### src/rtl/core/tsc_pkg.sv
`timescale 1ns / 1ps
// ----------------------------------------------------------------------------
// tsc_pkg
// Shared widths, codes and stream layout for the trade side classifier.
// ----------------------------------------------------------------------------
package tsc_pkg;

  localparam int PRICE_WIDTH = 32;
  localparam int TIME_WIDTH  = 40;
  localparam int SIZE_WIDTH  = 32;
  localparam int SEQ_WIDTH   = 32;
  localparam int CFG_WIDTH   = 16;
  localparam int CODE_WIDTH  = 2;
  localparam int CFG_INDEX_WIDTH = 4;

  localparam int IN_BITS   = TIME_WIDTH + 3 * PRICE_WIDTH + SIZE_WIDTH;
  localparam int IN_BYTES  = (IN_BITS + 7) / 8;
  localparam int IN_TDATA_WIDTH = IN_BYTES * 8;
  localparam int OUT_BITS  = SEQ_WIDTH + 2 * CODE_WIDTH;
  localparam int OUT_BYTES = (OUT_BITS + 7) / 8;
  localparam int OUT_TDATA_WIDTH = OUT_BYTES * 8;

  localparam logic [CFG_INDEX_WIDTH-1:0] REG_MAX_QUOTE_AGE = CFG_INDEX_WIDTH'(0);
  localparam logic [CFG_INDEX_WIDTH-1:0] REG_PRICE_MARGIN  = CFG_INDEX_WIDTH'(1);

  localparam logic [CFG_WIDTH-1:0] MAX_QUOTE_AGE_RESET = CFG_WIDTH'(2);
  localparam logic [CFG_WIDTH-1:0] PRICE_MARGIN_RESET  = CFG_WIDTH'(0);

  localparam logic OP_QUOTE = 1'b0;
  localparam logic OP_TRADE = 1'b1;

  localparam logic [CODE_WIDTH-1:0] SIDE_UNKNOWN = 2'd0;
  localparam logic [CODE_WIDTH-1:0] SIDE_BUY     = 2'd1;
  localparam logic [CODE_WIDTH-1:0] SIDE_SELL    = 2'd2;

  localparam logic [CODE_WIDTH-1:0] METHOD_NONE  = 2'd0;
  localparam logic [CODE_WIDTH-1:0] METHOD_QUOTE = 2'd1;
  localparam logic [CODE_WIDTH-1:0] METHOD_TICK  = 2'd2;

  typedef struct packed {
    logic [SIZE_WIDTH-1:0]  trade_size;
    logic [PRICE_WIDTH-1:0] trade_price;
    logic [PRICE_WIDTH-1:0] ask_px;
    logic [PRICE_WIDTH-1:0] bid_px;
    logic [TIME_WIDTH-1:0]  timestamp_s;
  } event_t;

endpackage

### src/rtl/core/trade_side_classifier.sv
`timescale 1ns / 1ps
// ----------------------------------------------------------------------------
// trade_side_classifier
// Quote-test and tick-rule buy/sell classification of trade prints.
// ----------------------------------------------------------------------------
// Input stream: one market event per transfer. s_tuser selects quote update
// or trade print; s_tdata carries time, bid, ask, trade price and size.
// Output stream: one result per event. m_tuser is the accepted flag;
// m_tdata carries sequence number, side and method (all zero on reject).
// Config channel: cfg_index selects max_quote_age (0) or price_margin (1);
// other indexes are ignored. cfg_ready is always high. Write only while idle.
// Path: each event passes the input register, then the result register.
// Throughput: one event per cycle while the output is not stalled, set by
// the single compare stage that reads and updates the quote/trade state.
// Stall: while m_tready is low the result register holds, the input register
// still takes one more event, then s_tready drops until the output drains.
// Reset (rst, synchronous): both stages empty, stored quote and prior trade
// cleared, direction unknown, sequence restarts at zero, registers at their
// defaults (max_quote_age 2, price_margin 0).
// ----------------------------------------------------------------------------
module trade_side_classifier (
  input  logic                                  clk,
  input  logic                                  rst,
  input  logic                                  cfg_valid,
  output logic                                  cfg_ready,
  input  logic [tsc_pkg::CFG_INDEX_WIDTH-1:0]   cfg_index,
  input  logic [tsc_pkg::CFG_WIDTH-1:0]         cfg_data,
  input  logic                                  s_tvalid,
  output logic                                  s_tready,
  // timestamp_s, bid_px, ask_px, trade_price, trade_size
  input  logic [tsc_pkg::IN_TDATA_WIDTH-1:0]    s_tdata,
  // operation
  input  logic                                  s_tuser,
  output logic                                  m_tvalid,
  input  logic                                  m_tready,
  // sequence_number, side, method, zero fill
  output logic [tsc_pkg::OUT_TDATA_WIDTH-1:0]   m_tdata,
  // accepted
  output logic                                  m_tuser
);
  import tsc_pkg::*;

  logic [CFG_WIDTH-1:0]   max_quote_age;
  logic [CFG_WIDTH-1:0]   price_margin;

  logic                   quote_valid;
  logic [TIME_WIDTH-1:0]  quote_time;
  logic [PRICE_WIDTH-1:0] quote_bid;
  logic [PRICE_WIDTH-1:0] quote_ask;
  logic                   prior_trade_valid;
  logic [PRICE_WIDTH-1:0] prior_trade_price;
  logic [CODE_WIDTH-1:0]  last_direction;
  logic [SEQ_WIDTH-1:0]   next_sequence;

  logic                   in_valid;
  logic                   in_op;
  event_t                 in_event;

  logic                   out_valid;
  logic                   out_accepted;
  logic [SEQ_WIDTH-1:0]   out_sequence;
  logic [CODE_WIDTH-1:0]  out_side;
  logic [CODE_WIDTH-1:0]  out_method;

  logic                   advance;
  logic                   take;

  logic                   accept_next;
  logic [CODE_WIDTH-1:0]  side_next;
  logic [CODE_WIDTH-1:0]  method_next;

  logic                   quote_ok;
  logic                   trade_ok;
  logic                   fresh;
  logic [TIME_WIDTH:0]    age;
  logic [PRICE_WIDTH:0]   price_up;
  logic [PRICE_WIDTH:0]   bid_up;
  logic [PRICE_WIDTH:0]   prior_up;
  logic                   quote_buy;
  logic                   quote_sell;
  logic                   tick_up;
  logic                   tick_down;
  logic [CODE_WIDTH-1:0]  tick_side;

  assign cfg_ready = 1'b1;
  assign advance   = in_valid && (!out_valid || m_tready);
  assign s_tready  = !in_valid || advance;
  assign take      = s_tvalid && s_tready;

  assign m_tvalid = out_valid;
  assign m_tuser  = out_accepted;
  assign m_tdata  = OUT_TDATA_WIDTH'({out_method, out_side, out_sequence});

  always_comb begin
    quote_ok = (in_event.bid_px != '0) && (in_event.ask_px >= in_event.bid_px);
    trade_ok = (in_event.trade_price != '0) && (in_event.trade_size != '0);

    age   = {1'b0, in_event.timestamp_s} - {1'b0, quote_time};
    fresh = quote_valid && !age[TIME_WIDTH]
            && (age <= (TIME_WIDTH + 1)'(max_quote_age));

    price_up = {1'b0, in_event.trade_price} + (PRICE_WIDTH + 1)'(price_margin);
    bid_up   = {1'b0, quote_bid} + (PRICE_WIDTH + 1)'(price_margin);
    prior_up = {1'b0, prior_trade_price} + (PRICE_WIDTH + 1)'(price_margin);

    quote_buy  = fresh && (price_up >= {1'b0, quote_ask});
    quote_sell = fresh && ({1'b0, in_event.trade_price} <= bid_up);
    tick_up    = {1'b0, in_event.trade_price} > prior_up;
    tick_down  = price_up < {1'b0, prior_trade_price};

    priority if (tick_up) begin
      tick_side = SIDE_BUY;
    end else if (tick_down) begin
      tick_side = SIDE_SELL;
    end else begin
      tick_side = last_direction;
    end

    side_next   = SIDE_UNKNOWN;
    method_next = METHOD_NONE;
    if (in_op == OP_TRADE) begin
      accept_next = trade_ok;
      priority if (quote_buy) begin
        side_next   = SIDE_BUY;
        method_next = METHOD_QUOTE;
      end else if (quote_sell) begin
        side_next   = SIDE_SELL;
        method_next = METHOD_QUOTE;
      end else if (prior_trade_valid) begin
        side_next   = tick_side;
        method_next = (tick_side != SIDE_UNKNOWN) ? METHOD_TICK : METHOD_NONE;
      end
      if (!trade_ok) begin
        side_next   = SIDE_UNKNOWN;
        method_next = METHOD_NONE;
      end
    end else begin
      accept_next = quote_ok;
    end
  end

  always_ff @(posedge clk) begin
    if (rst) begin
      max_quote_age <= MAX_QUOTE_AGE_RESET;
      price_margin  <= PRICE_MARGIN_RESET;
    end else if (cfg_valid && cfg_ready) begin
      if (cfg_index == REG_MAX_QUOTE_AGE) begin
        max_quote_age <= cfg_data;
      end else if (cfg_index == REG_PRICE_MARGIN) begin
        price_margin <= cfg_data;
      end
    end
  end

  always_ff @(posedge clk) begin
    if (rst) begin
      in_valid <= 1'b0;
    end else if (take) begin
      in_valid <= 1'b1;
    end else if (advance) begin
      in_valid <= 1'b0;
    end
  end

  always_ff @(posedge clk) begin
    if (take) begin
      in_op    <= s_tuser;
      in_event <= s_tdata[IN_BITS-1:0];
    end
  end

  always_ff @(posedge clk) begin
    if (rst) begin
      out_valid <= 1'b0;
    end else if (advance) begin
      out_valid <= 1'b1;
    end else if (m_tready) begin
      out_valid <= 1'b0;
    end
  end

  always_ff @(posedge clk) begin
    if (advance) begin
      out_accepted <= accept_next;
      out_sequence <= accept_next ? next_sequence : '0;
      out_side     <= side_next;
      out_method   <= method_next;
    end
  end

  always_ff @(posedge clk) begin
    if (rst) begin
      quote_valid       <= 1'b0;
      quote_time        <= '0;
      quote_bid         <= '0;
      quote_ask         <= '0;
      prior_trade_valid <= 1'b0;
      prior_trade_price <= '0;
      last_direction    <= SIDE_UNKNOWN;
      next_sequence     <= '0;
    end else if (advance && accept_next) begin
      next_sequence <= next_sequence + SEQ_WIDTH'(1);
      if (in_op == OP_QUOTE) begin
        quote_valid <= 1'b1;
        quote_time  <= in_event.timestamp_s;
        quote_bid   <= in_event.bid_px;
        quote_ask   <= in_event.ask_px;
      end else begin
        prior_trade_valid <= 1'b1;
        prior_trade_price <= in_event.trade_price;
        if (side_next != SIDE_UNKNOWN) begin
          last_direction <= side_next;
        end
      end
    end
  end

endmodule

### config.mk
export PLATFORM = sky130hd
export DESIGN_NAME = trade_side_classifier
export DESIGN_NICKNAME = d
export VERILOG_FILES = /design/src/rtl/core/tsc_pkg.sv /design/src/rtl/core/trade_side_classifier.sv
export SDC_FILE = /design/constraint.sdc
export NUM_CORES = 1
export LEC_CHECK = 0
export ABC_AREA = 0
export BUFFER_PORTS_ARGS = -buffer_cell sky130_fd_sc_hd__buf_2
export CORE_UTILIZATION = 54
export DETAILED_ROUTE_END_ITERATION = 10
export PLACE_DENSITY = 0.84
export RECOVER_POWER = 25
export SETUP_SLACK_MARGIN = 0.5
export SYNTH_ARGS = -nofsm -noshare
export SYNTH_HDL_FRONTEND = slang
export SYNTH_SLANG_ARGS = --single-unit
### constraint.sdc
create_clock -name clk -period 7.1 [get_ports clk]
set_clock_uncertainty 0.15 [all_clocks]
set_input_delay 1.42 -clock clk [delete_from_list [all_inputs] [get_ports clk]]
set_output_delay 1.42 -clock clk [all_outputs]
set_load 0.03 [all_outputs]
==> impl_metrics.toml <==
[floorplanning]
io-pin-count = 238
die_footprint_um2 = 45900
die-height_um = 214
core_area_um2 = 44300
placementRows = 77
floorplan.initialDensity_pct = 54.9
dieWidth_um = 214

[cts]
cts-htree-levels = 2
postCtsResizedCells = 0
clock_tree_from_tritoncts = "yes"
cts_root_buf = "clkbuf_16"
inserted_clock_buffers = 44
clock_latency_ns = 0.60
tritoncts_num_sinks = 412
post_cts_hold_buffer_count = 0
ctsLongestPathBuffers = 3
post_cts.repair.setup_buffers = 0
clkSlewWorstSetupHoldPaths_ns = 0.06

[drt]
drc = 0
drt_iter0_markers = 1715
ant_nets = 0
avgRoutedWirePerCell_um = 19.1
vias_per_cell = 5.88
aggregate_routed_wire_length_mm = 66.5
dr.pass1.iters = 6
detailroute.via_count = 20500

[sta]
fin_tns_setup_ns = 0
finalWorstPathRequiredPeriod_ns = 6.03
fin_crit_sh_pct = 84.9
unrepaired_setup_endpoints_after_global_routing = "false"
hold_violations = 0
worst-slew-pin-transition_ns = 1.03
max_freq_mhz = 166
slew_viol_final = 0
timing.max_slew.rel_slack_pct = 31.5
hold-worst-slack_ns = 0.303
total_of_endpoints_with_negative_setup_slack_in_the_final_report = 0
setup_slack_ns = 1.07

[setup_path]
crit_slowest_cell = "a2111oi_2"
critical_path.startpoint_type = "flip-flop"
r2r-start = "price_margin[1]$_SDFFE_PP0P_"
critPathCaptureType = "flip-flop"
series_of_cell_instances_along_the_critical_path = "ha_1, a21o_1, a21oi_1, o21bai_1, a21oi_1, o21bai_1, a2111oi_2, o31ai_1, or4_1, a41o_1, nand4_1, xor2_1, ha_1, a21o_1, a21oi_1, nor2_1, a2111oi_1, o221ai_1, a221oi_1, a211o_1, or3b_4, a211oi_2, o32ai_1"
maximum_fanout_encountered_on_the_critical_timing_path = 8
cp_data_arrival_time_ns = 6.31
critPathKind = "reg2reg"
max_stage_delay_ns = 0.45
worst_path_most_repeated_cell = "a21oi_1"
cp-startpoint = "price_margin[1]$_SDFFE_PP0P_"
critPathRequiredTime_ns = 7.38

[place]
place.detailed.instances = 3393
finalWeightedCongestion = 0.949
post-dp-hpwl_mm = 50.7
dp_slack_ns = 0.695
placedInstanceArea_um2 = 26000
placement.io_buffers = 232

[layout]
final_layout_size_suffix_gt1_share_pct = 11.4
syn2layout_area_growth_pct = 13.1
nets_final = 3309
final_design_area_no_fill_um2 = 27500
sequential_cell_area_um2 = 10300
finalCoreUtilization_pct = 62.1
layoutNonFillerInstCount = 3486
multiInputGateArea_um2 = 12900
num-fill-cells = 3647

[grt]
groute.usage.overall_pct = 28.6
grt_max_degree = 95
grt_pass1_vias = 20300
total_global_routing_overflow = 0
grt_pass1_wl_mm = 105
grt_antenna_before_repair = 11

[power_and_ir_drop]
p_per_area_nw_per_um2 = 213
power.share.clock_pct = 40.9
power.total_mw = 5.87
swShare_pct = 26.6
fraction_of_power_consumed_by_sequential_logic_pct = 45.8
share_comb_of_total_power_pct = 13.4
worst_ir_drop_vdd_mv = 0.197
internal-power_mw = 4.31
switchingPower_mw = 1.56
power.leakage_nw = 10.7

[logic_synthesis]
synth_top_cells_by_area = "edfxtp_1, dfxtp_1, ha_1"
synth_seq_area_share_pct = 42.4
most_used_dff_post_synth = "edfxtp_1"
synth.largest_area_cell = "edfxtp_1"
post-synth-top-area-fraction_pct = 25.4
synthArstFlopShare_pct = 0
yosys.cell_types.count = 89
synth-edff-count = 206
yosysWarnings = 0
yosys_register_bits = 412
synth.cell_area_um2 = 24300
cells_after_synthesis = 2645
postSynthAreaPerCell_um2 = 9.20

[job]
cap_viol_max_count = 0

[status]
run_status = "finished clean"

[hold_path]
holdCritStartpoint = "quote_time[3]$_SDFFE_PP0P_"
min_path_type = "reg2reg"
==> cells in the final DEF (no fill, tap or decap), types with 54 or more instances in the layout <==
master / n
o21ai_0: 80
inv_1: 193
nand4_1: 58
nand2_1: 409
dfxtp_1: 205
ha_1: 264
xnor2_1: 96
nor4_1: 56
a21o_1: 76
a21oi_1: 277
nor2_1: 151
buf_2: 203
edfxtp_1: 206
nor2b_1: 54
==> power groups by stage <==
stage | combinational, mW | clock, mW | sequential (mW)
5_1_grt | 0.872 | 2.52 | 2.69
2_1_floorplan | 0.519 | 0 | 2.73
3_3_place_gp | 0.742 | 0 | 2.73
6_report | 0.786 | 2.40 | 2.69
4_1_cts | 0.779 | 2.43 | 2.68
3_5_place_dp | 0.774 | 0 | 2.73
==> critical path: cells and delay by family (launching register included) <==
| family | cells | cell delay [ns] |
|---|---|---|
| simple gates | 4 | 1.05 |
| compound gates | 16 | 3.57 |
| flops | 1 | 0.44 |
| fa+ha+maj | 2 | 0.53 |
| xor+xnor | 1 | 0.15 |
==> layout make-up <==
class | count | area share [%]
Antenna cell | 11 | 0.100
Tap cell | 592 | 2.69
Clock inverter | 19 | 0.841
Inverter | 193 | 2.63
Sequential cell | 412 | 37.5
Clock buffer | 63 | 4.75
Timing Repair Buffer | 246 | 4.50
Multi-Input combinational cell | 1950 | 47.0
==> kinds of logic (layout without fill, tap and decap cells) <==
group                    after synthesis  after routing  share of synthesized area (%)
flip-flops                           412            412                           42.4
other                                  2             16                         0.0309
adder cells (fa/ha/maj)              268            268                           13.9
XOR/XNOR                             135            135                           4.86
AO/OA/AOI/OAI                        589            589                           15.2
AND/OR/NAND/NOR                      934            934                           18.2
buffers and inverters                286            521                           4.62
multiplexers                          19             19                          0.787
==> registers in the layout, summed over array words and instances, names as in the netlist, 2 cells and up <==
| register | cells |
|---|---|
| out_sequence | 32 |
| in_event | 168 |
| quote_bid | 32 |
| max_quote_age | 16 |
| quote_time | 40 |
| quote_ask | 32 |
| price_margin | 16 |
| out_method | 2 |
| next_sequence | 32 |
| out_side | 2 |
| prior_trade_price | 32 |
| last_direction | 2 |
==> cell usage after synthesis, types with 4 or more instances <==
cell	number
xnor2_1	96
edfxtp_1	206
and2_1	8
a41oi_1	4
nand2_1	409
nor4_1	57
a31oi_1	12
o2111ai_1	4
dfxtp_1	206
a211o_1	6
nor2_1	151
nand3_1	50
mux2i_1	18
o21ai_0	80
and4_1	6
o21a_1	17
o211ai_1	13
fa_1	4
buf_1	4
buf_4	9
nor3_1	37
nand4_1	58
nor4b_1	9
xor2_1	39
a21o_1	76
clkbuf_1	67
inv_1	193
buf_2	11
o221ai_1	4
nor2b_1	54
a21oi_1	277
and3_1	25
a2111oi_0	5
or3_1	5
or4_1	8
nand3b_1	7
ha_1	264
o31ai_1	5
nor3b_1	10
o21bai_1	13
or2_2	9
a211oi_1	20
nand2b_1	18
==> routing by layer <==
layer | global-route usage, % | part of all wire (%)
met4 | 15.2 | 4.7
met5 | 0 | 0
met1 | 35.9 | 42
met2 | 47.7 | 48
met3 | 3.99 | 6.0
==> worst paths after layout <==
kind                                     to  slack [ns]  depth (start not counted)
max          last_direction[0]$_SDFFE_PP0P_        1.07                         23
min reg2reg      quote_time[3]$_SDFFE_PP0P_        0.30                          2
min              quote_time[3]$_SDFFE_PP0P_        0.30                          2
max reg2reg  last_direction[0]$_SDFFE_PP0P_        1.07                         23
Note: power is estimated with default switching activity, not from simulation.
